**src/hdl/twsm_pkg.sv**
```systemverilog
// Shared types, constants and CRC helpers of the two-wire sensor measurement master.
package twsm_pkg;

    localparam int          TIMEOUT_WIDTH  = 20;
    localparam int          WAIT_WIDTH_DEF = 20;
    localparam logic [19:0] TIMEOUT_RESET  = 20'hAC5FF;
    localparam logic [3:0]  RESET_PULSES   = 4'd15;
    localparam logic [3:0]  START_TICKS    = 4'd5;
    localparam logic [3:0]  BITS_PER_BYTE  = 4'd8;
    localparam logic [7:0]  CRC_POLY       = 8'h31;
    localparam logic [7:0]  CMD_TEMP       = 8'h03;
    localparam logic [7:0]  CMD_HUMI       = 8'h05;
    localparam logic [15:0] BAD_VALUE      = 16'hFFEE;

    // Operation codes
    localparam logic [1:0] OP_TICK  = 2'd0;
    localparam logic [1:0] OP_TEMP  = 2'd1;
    localparam logic [1:0] OP_HUMI  = 2'd2;
    localparam logic [1:0] OP_RESET = 2'd3;

    // Fault codes
    localparam logic [1:0] ERR_OK     = 2'd0;
    localparam logic [1:0] ERR_NOACK  = 2'd1;
    localparam logic [1:0] ERR_TIMEOUT = 2'd2;
    localparam logic [1:0] ERR_CRC    = 2'd3;

    // Byte slots of a read frame
    localparam logic [1:0] BYTE_MSB = 2'd0;
    localparam logic [1:0] BYTE_LSB = 2'd1;
    localparam logic [1:0] BYTE_CHK = 2'd2;
    localparam logic [1:0] BYTE_END = 2'd3;

    // Register index (address bit 2)
    localparam logic REG_TIMEOUT = 1'b0;
    localparam logic REG_CRC_EN  = 1'b1;

    typedef enum logic [13:0] {
        PH_IDLE    = 14'h0001,
        PH_RST_HI  = 14'h0002,
        PH_RST_LO  = 14'h0004,
        PH_START   = 14'h0008,
        PH_WR_LO   = 14'h0010,
        PH_WR_HI   = 14'h0020,
        PH_WACK_LO = 14'h0040,
        PH_WACK_HI = 14'h0080,
        PH_WAIT    = 14'h0100,
        PH_RD_LO   = 14'h0200,
        PH_RD_HI   = 14'h0400,
        PH_RACK_LO = 14'h0800,
        PH_RACK_HI = 14'h1000,
        PH_FIN     = 14'h2000
    } t_phase;

    typedef struct packed {
        logic [1:0] operation;
        logic       data_line_in;
    } t_in_word;

    typedef struct packed {
        logic        clock_out;
        logic        data_release;
        logic        busy_res;
        logic        done_res;
        logic [15:0] measured_value;
        logic [7:0]  received_checksum;
        logic [1:0]  error_code;
    } t_out_word;

    typedef struct packed {
        t_phase      phase;
        logic [1:0]  pending_mode;
        logic [3:0]  bit_counter;
        logic [1:0]  byte_counter;
        logic [3:0]  pulse_counter;
        logic [7:0]  shift_byte;
        logic [15:0] value_store;
        logic [7:0]  checksum_store;
        logic [7:0]  crc_accum;
        logic [1:0]  fault_code;
    } t_state;

    // CRC-8, polynomial 0x31, MSB first, one byte
    function automatic logic [7:0] crc8_update(input logic [7:0] c, input logic [7:0] b);
        logic [7:0] r;
        r = c ^ b;
        for (int k = 0; k < 8; k++) begin
            r = r[7] ? ((r << 1) ^ CRC_POLY) : (r << 1);
        end
        return r;
    endfunction

    function automatic logic [7:0] reverse8(input logic [7:0] v);
        logic [7:0] r;
        for (int k = 0; k < 8; k++) begin
            r[k] = v[7-k];
        end
        return r;
    endfunction

endpackage

```
**src/hdl/two_wire_sensor_measure_master.sv**
```systemverilog
// Top level of the two-wire sensor measurement master: state registers, result buffer, APB port.
//
// Usage: every input word is one tick, a half phase of the serial clock. It carries an
// operation (tick only, measure temperature, measure humidity, connection reset) and the
// sampled data line level. Every accepted word yields exactly one result word with the
// clock and data line levels to drive for that tick, busy and done flags, the measured
// value, the received checksum and the error code.
// Operations are taken only while the sequencer is idle; the done flag marks the last tick.
// Latency: an input word's result is valid the cycle after acceptance if no earlier result waits.
// Throughput: one word per cycle while o_in_ready is high; the tick update is a single pass
// through the step logic between the state registers, so the state update sets the rate.
// Output side: a two-entry result buffer; input is taken while at most one result waits.
// A receiver stall fills the second slot, and o_in_ready then stays low until a word drains.
// Reset (synchronous, active low): sequencer idle, all stores zero, timeout limit 0xAC5FF,
// checksum check on, result buffer empty.
// APB: timeout_limit at byte address 0, crc_check_enable at byte address 4; write while idle.
module two_wire_sensor_measure_master #(
    parameter int WAIT_COUNTER_WIDTH = twsm_pkg::WAIT_WIDTH_DEF
) (
    input  logic                 i_clk,
    input  logic                 i_rst_n,
    // input words
    input  logic                 i_in_valid,
    output logic                 o_in_ready,
    input  twsm_pkg::t_in_word   i_in_data,
    // result words
    output logic                 o_out_valid,
    input  logic                 i_out_ready,
    output twsm_pkg::t_out_word  o_out_data,
    // configuration
    input  logic                 psel,
    input  logic                 penable,
    input  logic                 pwrite,
    input  logic [2:0]           paddr,
    input  logic [31:0]          pwdata,
    output logic [31:0]          prdata,
    output logic                 pready
);

    twsm_pkg::t_state                       r_state;
    twsm_pkg::t_state                       n_state;
    logic [WAIT_COUNTER_WIDTH-1:0]          r_wait_cnt;
    logic [WAIT_COUNTER_WIDTH-1:0]          n_wait_cnt;
    logic [twsm_pkg::TIMEOUT_WIDTH-1:0]     r_timeout_limit;
    logic                                   r_crc_check_en;
    twsm_pkg::t_out_word                    n_word;

    // Result buffer: two slots, write and read pointers, fill count
    twsm_pkg::t_out_word                    r_buf0;
    twsm_pkg::t_out_word                    r_buf1;
    logic                                   r_wr_ptr;
    logic                                   r_rd_ptr;
    logic [1:0]                             r_count;

    logic                                   push;
    logic                                   pop;
    logic                                   cfg_wr;

    twsm_step #(
        .WAIT_COUNTER_WIDTH (WAIT_COUNTER_WIDTH)
    ) u_step (
        .i_state         (r_state),
        .i_wait_cnt      (r_wait_cnt),
        .i_word          (i_in_data),
        .i_timeout_limit (r_timeout_limit),
        .i_crc_check_en  (r_crc_check_en),
        .o_state         (n_state),
        .o_wait_cnt      (n_wait_cnt),
        .o_word          (n_word)
    );

    // Take a word while a slot is free
    assign o_in_ready  = (r_count != 2'd2);
    assign push        = i_in_valid && o_in_ready;
    assign o_out_valid = (r_count != 2'd0);
    assign pop         = o_out_valid && i_out_ready;
    assign o_out_data  = r_rd_ptr ? r_buf1 : r_buf0;

    // Advance the sequencer only on an accepted word
    always_ff @(posedge i_clk) begin
        if (!i_rst_n) begin
            r_state.phase          <= twsm_pkg::PH_IDLE;
            r_state.pending_mode   <= '0;
            r_state.bit_counter    <= '0;
            r_state.byte_counter   <= '0;
            r_state.pulse_counter  <= '0;
            r_state.shift_byte     <= '0;
            r_state.value_store    <= '0;
            r_state.checksum_store <= '0;
            r_state.crc_accum      <= '0;
            r_state.fault_code     <= twsm_pkg::ERR_OK;
            r_wait_cnt             <= '0;
        end else if (push) begin
            r_state    <= n_state;
            r_wait_cnt <= n_wait_cnt;
        end
    end

    // Result slots hold payload only
    always_ff @(posedge i_clk) begin
        if (push && !r_wr_ptr) begin
            r_buf0 <= n_word;
        end
        if (push && r_wr_ptr) begin
            r_buf1 <= n_word;
        end
    end

    always_ff @(posedge i_clk) begin
        if (!i_rst_n) begin
            r_wr_ptr <= 1'b0;
            r_rd_ptr <= 1'b0;
            r_count  <= 2'd0;
        end else begin
            if (push) begin
                r_wr_ptr <= ~r_wr_ptr;
            end
            if (pop) begin
                r_rd_ptr <= ~r_rd_ptr;
            end
            case ({push, pop})
                2'b10:   r_count <= r_count + 2'd1;
                2'b01:   r_count <= r_count - 2'd1;
                default: r_count <= r_count;
            endcase
        end
    end

    // Configuration registers; bit 2 of the address picks the register
    assign pready = 1'b1;
    assign cfg_wr = psel && penable && pwrite && pready;

    always_ff @(posedge i_clk) begin
        if (!i_rst_n) begin
            r_timeout_limit <= twsm_pkg::TIMEOUT_RESET;
            r_crc_check_en  <= 1'b1;
        end else if (cfg_wr) begin
            unique case (paddr[2])
                twsm_pkg::REG_TIMEOUT: r_timeout_limit <= pwdata[twsm_pkg::TIMEOUT_WIDTH-1:0];
                twsm_pkg::REG_CRC_EN:  r_crc_check_en  <= pwdata[0];
                default:               r_crc_check_en  <= r_crc_check_en;
            endcase
        end
    end

    // Read back aligned addresses, zero elsewhere
    always_comb begin
        prdata = '0;
        if (paddr[1:0] == 2'b00) begin
            unique case (paddr[2])
                twsm_pkg::REG_TIMEOUT: prdata = 32'(r_timeout_limit);
                twsm_pkg::REG_CRC_EN:  prdata = 32'(r_crc_check_en);
                default:               prdata = '0;
            endcase
        end
    end

endmodule

```
**src/hdl/twsm_step.sv**
```systemverilog
// Per-tick sequencer logic: next bus state and result word from current state and input word.
module twsm_step #(
    parameter int WAIT_COUNTER_WIDTH = twsm_pkg::WAIT_WIDTH_DEF
) (
    input  twsm_pkg::t_state                    i_state,
    input  logic [WAIT_COUNTER_WIDTH-1:0]       i_wait_cnt,
    input  twsm_pkg::t_in_word                  i_word,
    input  logic [twsm_pkg::TIMEOUT_WIDTH-1:0]  i_timeout_limit,
    input  logic                                i_crc_check_en,
    output twsm_pkg::t_state                    o_state,
    output logic [WAIT_COUNTER_WIDTH-1:0]       o_wait_cnt,
    output twsm_pkg::t_out_word                 o_word
);

    localparam int CW = (WAIT_COUNTER_WIDTH > twsm_pkg::TIMEOUT_WIDTH) ?
                        WAIT_COUNTER_WIDTH : twsm_pkg::TIMEOUT_WIDTH;
    localparam logic [WAIT_COUNTER_WIDTH-1:0] WAIT_MAX = '1;

    always_comb begin
        twsm_pkg::t_state             s;
        logic [WAIT_COUNTER_WIDTH-1:0] wc;
        logic clk_lvl;
        logic rel;
        logic busy;
        logic done;

        s       = i_state;
        wc      = i_wait_cnt;
        clk_lvl = 1'b0;
        rel     = 1'b1;
        busy    = 1'b1;
        done    = 1'b0;

        // Start a new sequence on an idle tick; this tick already drives its first step
        if (s.phase == twsm_pkg::PH_IDLE && i_word.operation != twsm_pkg::OP_TICK) begin
            s.pending_mode  = i_word.operation;
            s.pulse_counter = '0;
            s.bit_counter   = '0;
            s.byte_counter  = '0;
            s.fault_code    = twsm_pkg::ERR_OK;
            if (i_word.operation == twsm_pkg::OP_RESET) begin
                s.phase = twsm_pkg::PH_RST_HI;
            end else begin
                s.value_store    = '0;
                s.checksum_store = '0;
                s.crc_accum      = '0;
                s.phase          = twsm_pkg::PH_START;
            end
        end

        unique case (s.phase)
            twsm_pkg::PH_RST_HI: begin
                clk_lvl = 1'b1;
                s.phase = twsm_pkg::PH_RST_LO;
            end
            twsm_pkg::PH_RST_LO: begin
                s.pulse_counter = s.pulse_counter + 4'd1;
                if (s.pulse_counter >= twsm_pkg::RESET_PULSES) begin
                    s.pulse_counter = '0;
                    s.phase         = twsm_pkg::PH_START;
                end else begin
                    s.phase = twsm_pkg::PH_RST_HI;
                end
            end
            twsm_pkg::PH_START: begin
                // Transmission start: data falls with clock high, clock dips, data rises
                clk_lvl = (s.pulse_counter != 4'd2);
                rel     = (s.pulse_counter == 4'd0) || (s.pulse_counter >= 4'd4);
                s.pulse_counter = s.pulse_counter + 4'd1;
                if (s.pulse_counter >= twsm_pkg::START_TICKS) begin
                    s.pulse_counter = '0;
                    if (s.pending_mode == twsm_pkg::OP_RESET) begin
                        s.phase = twsm_pkg::PH_FIN;
                    end else begin
                        s.shift_byte  = (s.pending_mode == twsm_pkg::OP_TEMP) ?
                                        twsm_pkg::CMD_TEMP : twsm_pkg::CMD_HUMI;
                        s.crc_accum   = twsm_pkg::crc8_update(8'h00, s.shift_byte);
                        s.bit_counter = '0;
                        s.phase       = twsm_pkg::PH_WR_LO;
                    end
                end
            end
            twsm_pkg::PH_WR_LO: begin
                rel     = s.shift_byte[7];
                s.phase = twsm_pkg::PH_WR_HI;
            end
            twsm_pkg::PH_WR_HI: begin
                rel           = s.shift_byte[7];
                clk_lvl       = 1'b1;
                s.shift_byte  = {s.shift_byte[6:0], 1'b0};
                s.bit_counter = s.bit_counter + 4'd1;
                s.phase       = (s.bit_counter >= twsm_pkg::BITS_PER_BYTE) ?
                                twsm_pkg::PH_WACK_LO : twsm_pkg::PH_WR_LO;
            end
            twsm_pkg::PH_WACK_LO: begin
                s.phase = twsm_pkg::PH_WACK_HI;
            end
            twsm_pkg::PH_WACK_HI: begin
                clk_lvl = 1'b1;
                if (i_word.data_line_in && s.fault_code == twsm_pkg::ERR_OK) begin
                    s.fault_code = twsm_pkg::ERR_NOACK;
                end
                wc      = '0;
                s.phase = twsm_pkg::PH_WAIT;
            end
            twsm_pkg::PH_WAIT: begin
                if (!i_word.data_line_in) begin
                    s.byte_counter = '0;
                    s.bit_counter  = '0;
                    s.shift_byte   = '0;
                    s.phase        = twsm_pkg::PH_RD_LO;
                end else begin
                    if (wc != WAIT_MAX) begin
                        wc = wc + WAIT_COUNTER_WIDTH'(1);
                    end
                    if (CW'(wc) >= CW'(i_timeout_limit) || wc == WAIT_MAX) begin
                        if (s.fault_code == twsm_pkg::ERR_OK) begin
                            s.fault_code = twsm_pkg::ERR_TIMEOUT;
                        end
                        s.phase = twsm_pkg::PH_FIN;
                    end
                end
            end
            twsm_pkg::PH_RD_LO: begin
                s.phase = twsm_pkg::PH_RD_HI;
            end
            twsm_pkg::PH_RD_HI: begin
                clk_lvl       = 1'b1;
                s.shift_byte  = {s.shift_byte[6:0], i_word.data_line_in};
                s.bit_counter = s.bit_counter + 4'd1;
                if (s.bit_counter >= twsm_pkg::BITS_PER_BYTE) begin
                    case (s.byte_counter)
                        twsm_pkg::BYTE_MSB: begin
                            s.value_store[15:8] = s.shift_byte;
                            s.crc_accum = twsm_pkg::crc8_update(s.crc_accum, s.shift_byte);
                        end
                        twsm_pkg::BYTE_LSB: begin
                            s.value_store[7:0] = s.shift_byte;
                            s.crc_accum = twsm_pkg::crc8_update(s.crc_accum, s.shift_byte);
                        end
                        default: begin
                            s.checksum_store = s.shift_byte;
                        end
                    endcase
                    s.phase = twsm_pkg::PH_RACK_LO;
                end else begin
                    s.phase = twsm_pkg::PH_RD_LO;
                end
            end
            twsm_pkg::PH_RACK_LO: begin
                rel     = (s.byte_counter >= twsm_pkg::BYTE_CHK);
                s.phase = twsm_pkg::PH_RACK_HI;
            end
            twsm_pkg::PH_RACK_HI: begin
                rel            = (s.byte_counter >= twsm_pkg::BYTE_CHK);
                clk_lvl        = 1'b1;
                s.byte_counter = s.byte_counter + 2'd1;
                s.bit_counter  = '0;
                s.shift_byte   = '0;
                if (s.byte_counter == twsm_pkg::BYTE_END) begin
                    if (i_crc_check_en &&
                        twsm_pkg::reverse8(s.crc_accum) != s.checksum_store) begin
                        s.value_store = twsm_pkg::BAD_VALUE;
                        if (s.fault_code == twsm_pkg::ERR_OK) begin
                            s.fault_code = twsm_pkg::ERR_CRC;
                        end
                    end
                    s.phase = twsm_pkg::PH_FIN;
                end else begin
                    s.phase = twsm_pkg::PH_RD_LO;
                end
            end
            twsm_pkg::PH_FIN: begin
                busy    = 1'b0;
                done    = 1'b1;
                s.phase = twsm_pkg::PH_IDLE;
            end
            default: begin
                busy    = 1'b0;
                s.phase = twsm_pkg::PH_IDLE;
            end
        endcase

        o_state                  = s;
        o_wait_cnt               = wc;
        o_word.clock_out         = clk_lvl;
        o_word.data_release      = rel;
        o_word.busy_res          = busy;
        o_word.done_res          = done;
        o_word.measured_value    = s.value_store;
        o_word.received_checksum = s.checksum_store;
        o_word.error_code        = s.fault_code;
    end

endmodule
```
**config.mk**
```make
export PLATFORM = sky130hd
export DESIGN_NAME = two_wire_sensor_measure_master
export DESIGN_NICKNAME = d
export VERILOG_FILES = /design/src/hdl/twsm_pkg.sv /design/src/hdl/two_wire_sensor_measure_master.sv /design/src/hdl/twsm_step.sv
export SDC_FILE = /design/constraint.sdc
export NUM_CORES = 1
export LEC_CHECK = 0
export BUFFER_PORTS_ARGS = -buffer_cell sky130_fd_sc_hd__clkbuf_2
export CAP_MARGIN = 20
export CELL_PAD_IN_SITES_DETAIL_PLACEMENT = 1
export CELL_PAD_IN_SITES_GLOBAL_PLACEMENT = 1
export CORE_MARGIN = 2
export CORE_UTILIZATION = 40
export DETAILED_ROUTE_END_ITERATION = 12
export PLACE_DENSITY = 0.71
export SLEW_MARGIN = 20
export SYNTH_ARGS = -nofsm -noshare
export SYNTH_HDL_FRONTEND = slang
export SYNTH_SLANG_ARGS = --single-unit
```
**constraint.sdc**
```tcl
create_clock -name i_clk -period 5.5 [get_ports i_clk]
set_clock_uncertainty 0.1 [all_clocks]
set_input_delay 0.825 -clock i_clk [delete_from_list [all_inputs] [get_ports i_clk]]
set_output_delay 0.825 -clock i_clk [all_outputs]
set_load 0.005 [all_outputs]
```
# Word level (Yosys, flattened, before mapping)

Index checks and enable logic that the tools add are counted.
Widths: inputs -> output; s select.

Add/sub/neg operators: 6
Order comparisons: 6
Equality and inequality tests: 30
Mux-type cells: 74
Bitwise logic cells: 20
Reduce and logical (&&, ||, !) cells: 31

Operator list:

| cell                  | count |
|---|---|
| $pmux 14 s12          | 1 |
| $mux 6                | 17 |
| $mux 32               | 3 |
| $mux 20               | 4 |
| $mux 8                | 9 |
| $mux 14               | 5 |
| $pmux 32 s2           | 1 |
| $not 3->3             | 15 |
| $pmux 20 s2           | 1 |
| $pmux 8 s5            | 1 |
| $mux 34               | 1 |
| $mux 16               | 2 |
| $pmux 16 s2           | 1 |
| $mux 30               | 1 |
| $mux 26               | 1 |
| $mux 12               | 2 |
| $add 20x1->20 const B | 1 |
| $eq 20x20->1 const B  | 1 |
| $ge 20x20->1          | 1 |
| $mux 4                | 5 |
| $ne 20x20->1 const B  | 1 |
| $pmux 4 s4            | 1 |
| $pmux 8 s2            | 1 |
| $eq 14x1->1 const B   | 1 |
| 50 further kinds      | 90 |

Register bits after elaboration: 173
Word-level logic and storage cells: 197

# Longest topological paths before layout

Depth after elaboration: 23
Depth in mapped cells: 18
Gate-level depth less buffers: 16

# Modules after synthesis

From an unflattened synthesis, not the netlist that was laid out.

Cells, all modules: 1282
Area total of the unflattened synthesis: 10649.0 µm²

By module, submodules not included:

| module                         | instances | cells each | area an instance (µm²) | seq. area each (µm²) |
|---|---|---|---|---|
| two_wire_sensor_measure_master | 1         | 648        | 6638.9                 | 4063.9 |
| twsm_step                      | 1         | 634        | 4010.1                 | 0.0 |

# Worst setup path after synthesis

Ideal clock, no wire load.

Path type: register to register
From: register r_wait_cnt[9]
To: register r_buf0[1] (netlist bit) (data pin)
Arrival time: 3421 ps
Setup slack: 1706 ps
Stages on the path, launching flop included: 17
Clock period less this slack: 3794 ps
Cell sequence: dfxtp_1 -> buf_2 -> nand4_1 -> or4_1 -> clkbuf_1 -> or2_2 -> nand2_1 -> nor2_1 -> xor2_1 -> ha_1 -> a21o_1 -> a211o_1 -> a211o_1 -> a211oi_1 -> o32ai_2 -> a21boi_2 -> o22ai_1

RTL lines:

| item                   | RTL line                              | source |
|---|---|---|
| from (decl)            | two_wire_sensor_measure_master.sv:42  | `logic [WAIT_COUNTER_WIDTH-1:0] r_wait_cnt;` |
| from (signal assigned) | two_wire_sensor_measure_master.sv:95  | `r_wait_cnt <= n_wait_cnt;` |
| to (signal assigned)   | two_wire_sensor_measure_master.sv:102 | `r_buf0 <= n_word;` |
| to (decl)              | two_wire_sensor_measure_master.sv:49  | `twsm_pkg::t_out_word r_buf0;` |

==> summary.md <==
| Metric | Value |
|---|---|
| Most frequent cells in the layout | `157 x nand2_1, 113 x dfxtp_1, 107 x nor2_1, 84 x clkbuf_2, 77 x a21oi_1` |
| RSZ-0062 raised after global routing | `false` |
| Final Hold Viols | `0` |
| WL final | `28.7 mm` |
| GRT Util Overall | `0.222` |
| Initial core utilization | `0.410` |
| TritonCTS Buffers | `17` |
| Mean Syn Cell Area | `8.63 µm²` |
| # clock sinks | `173` |
| Io pins | `110` |
| Worst Path Required | `5560 ps` |
| Final Cycle Share | `0.822` |
| HPWL after DPL | `20.4 mm` |
| Synth Cell Area | `0.0100 mm²` |
| Max Slew Vio Count | `0` |
| CTS Hold Bufs | `0` |
| Vias in the first global route | `8768` |
| Synth unique cells | `81` |
| Largest net degree at the start of global routing | `81` |
| Post-DP Area | `0.0106 mm²` |
| Final Power | `3.79 mW` |
| Buf/Inv on CP | `0` |
| Synth warnings | `0` |
| Number of synthesized flops with an enable pin | `60` |
| Diode count | `0` |
| Outcome | `completed` |
| Final instance area | `0.0112 mm²` |
| HP Class | `reg -> reg` |
| Placed cell count | `1503` |
| Aggregate global routing overflow | `0` |
| Crit path max-delay family | `compound AO/OA/AOI/OAI gates` |
| Leak | `4.44 nW` |
| Postcts setup bufs | `0` |
| Gate Count Post-Synth | `1162` |
| Period minus WS final | `4520 ps` |
| Layout cell share with drive strength beyond 1 | `0.165` |
| First-pass GRT wire length | `46.7 mm` |
| Worst setup EP type | `flop` |
| Max Clk Rate | `221 MHz` |
| WHS | `392 ps` |
| Core region area | `0.0245 mm²` |
| Top_reg_cell synth | `dfxtp_1` |
| Port bufs | `84` |
| Die Ht | `162 µm` |
| Initial DRC count | `472` |
| Number of max-cap violations | `0` |
| Worst setup SP type | `flop` |
| Synthesized flop and latch total | `173` |
| Layout area overhead | `12.0%` |
| Worst-path cell chain | `nand4_1 > or4_1 > or2_2 > nand2_1 > nor2_1 > xor2_1 > ha_1 > a21o_1 > a211o_1 > a211o_1 > a211oi_1 > o32ai_2 > a21boi_2 > o22ai_1` |
| Max clock buf depth | `2` |
| Worst ir drop on vdd | `0.228 mV` |
| Final std cells w/o fill | `1535` |
| Clk_lat worst skew | `440 ps` |
| Most numerous cell on the critical path | `a211o_1` |
| Initial antenna violation count | `0` |
| Vias per inst | `5.68` |
| GP Congestion | `0.870` |
| Slowest cell delay on critical path | `670 ps` |
| Drt drc | `0` |
| Post-DRT Antenna Nets | `0` |
| Via Count | `8724` |
| Slew @ Worst Pin | `977 ps` |
| CTS tree | `done` |
| Rel. slew slack | `0.344` |
| Row Count | `57` |
| # nets final | `1274` |
| Die width | `162 µm` |
| Finish-stage setup viols | `0` |
| Commonest non-fill, non-tap cell in the layout | `nand2_1` |
| DRT Pass-1 Iters | `8` |
| Post-DR wirelength/cell | `18.7 µm` |
| CTS clk-pin slew, worst paths | `80 ps` |
| Clock Tree Root | `clkbuf_16` |
| Critical-path top delay cell | `or4_1` |
| Pwr/cell area | `338 mW/mm²` |
| Crit Path Class | `reg -> reg` |
| Worst Path Arrival | `4580 ps` |
| Setup TNS | `0 ps` |
| Number of fill cells | `2880` |
| Ys async rst share | `0` |
| H-Tree Depth | `4` |
| Sequential fraction of the synthesis area | `0.405` |
| Die area | `0.0263 mm²` |
| Resized Gates After CTS | `0` |
| Crit-path max FO | `7` |
==> final timing paths <==
path	startpoint	end	slack, ps	cells past startpoint
setup / recovery	r_wait_cnt[9]$_SDFFE_PN0P_	r_buf1[1]$_DFFE_PP_	980	14
hold / removal	r_timeout_limit[11]$_SDFFE_PN0P_	r_timeout_limit[11]$_SDFFE_PN0P_	390	2
setup reg to reg	r_wait_cnt[9]$_SDFFE_PN0P_	r_buf1[1]$_DFFE_PP_	980	14
hold reg to reg	r_timeout_limit[11]$_SDFFE_PN0P_	r_timeout_limit[11]$_SDFFE_PN0P_	390	2
==> state kept, by name (all words and copies together) (netlist names) <==
name             count
r_crc_check_en       1
r_count              2
r_wait_cnt          20
r_state             68
r_wr_ptr             1
r_buf1              30
r_rd_ptr             1
r_buf0              30
r_timeout_limit     20
==> power by group <==
part           total, mW  internal (mW)  switching (mW)
Combinational      0.944          0.376           0.568
Clock               1.27          0.632           0.638
Sequential          1.58           1.50          0.0789
==> synthesized netlist by cell type, drive strengths merged, types with 3 or more instances <==
cell type / count / area share
a31oi: 11 / 0.0069
a22o: 3 / 0.0026
or4: 6 / 0.0052
or3: 5 / 0.0031
mux2: 34 / 0.038
nand4b: 5 / 0.0044
and3b: 4 / 0.0035
dfxtp: 113 / 0.23
nor4b: 4 / 0.0056
nor2b: 4 / 0.0025
a21oi: 79 / 0.041
nor3: 21 / 0.010
clkbuf: 59 / 0.022
nand4: 20 / 0.014
o21ai: 51 / 0.025
nand2: 157 / 0.059
a21boi: 4 / 0.0034
edfxtp: 60 / 0.18
a211oi: 6 / 0.0045
o31a: 3 / 0.0026
inv: 36 / 0.013
nand2b: 13 / 0.0081
and2: 28 / 0.017
a311oi: 15 / 0.013
ha: 31 / 0.039
and3: 11 / 0.0069
or2: 10 / 0.0062
a22oi: 24 / 0.018
o21a: 5 / 0.0037
nor2: 109 / 0.041
mux2i: 4 / 0.0040
o211ai: 21 / 0.016
o31ai: 7 / 0.0052
a21o: 9 / 0.0067
buf: 35 / 0.021
a211o: 5 / 0.0044
nand3: 36 / 0.018
xor2: 18 / 0.016
nand3b: 7 / 0.0052
nor4: 16 / 0.011
xnor2: 40 / 0.035
==> cells by family (layout without fill, tap and decap cells) <==
| group | count (synthesis) | after routing | synth area share |
|---|---|---|---|
| buffers and inverters | 131 | 169 | 0.0573 |
| DFF | 173 | 173 | 0.405 |
| adders and majority gates | 31 | 31 | 0.0387 |
| muxes | 38 | 38 | 0.0422 |
| and+or+nand+nor | 461 | 461 | 0.227 |
| xor gates and xnor gates | 58 | 58 | 0.0514 |
| AOI/OAI and AO/OA | 268 | 268 | 0.177 |
| other | 2 | 13 | 0.000749 |
==> routing by layer <==
layer	vias up	global-route usage	share of wire
li1	4201	-	-
met1	4298	0.287	0.45
met2	188	0.382	0.49
met3	37	0.0306	0.039
met4	0	0.0732	0.022
met5	-	0	0
==> worst register-to-register path, cell delays in order, from the launching register on <==
cell,delay (ps)
dfxtp_1,470
nand4_1,290
or4_1,670
or2_2,390
nand2_1,120
nor2_1,60
xor2_1,170
ha_1,230
a21o_1,160
a211o_1,310
a211o_1,300
a211oi_1,460
o32ai_2,200
a21boi_2,200
o22ai_1,110
==> layout make-up <==
| class | count | area, µm² | area share |
|---|---|---|---|
| inverter | 37 | 139 | 0.0124 |
| multi-input combinational | 869 | 5450 | 0.485 |
| clock inverter | 15 | 204 | 0.0182 |
| sequential | 173 | 4060 | 0.362 |
| tap | 324 | 405 | 0.0361 |
| timing repair buffer | 100 | 541 | 0.0481 |
| clock buffer | 17 | 425 | 0.0379 |
==> per-stage QoR <==
step / util / setup slack [ps]
2_1_floorplan: - / 1710
3_3_place_gp: 0.433 / 1130
3_5_place_dp: 0.433 / 1080
4_1_cts: 0.459 / 1030
5_1_grt: 0.459 / 740
6_report: 0.459 / 979
Note: power is estimated with default switching activity, not from simulation.
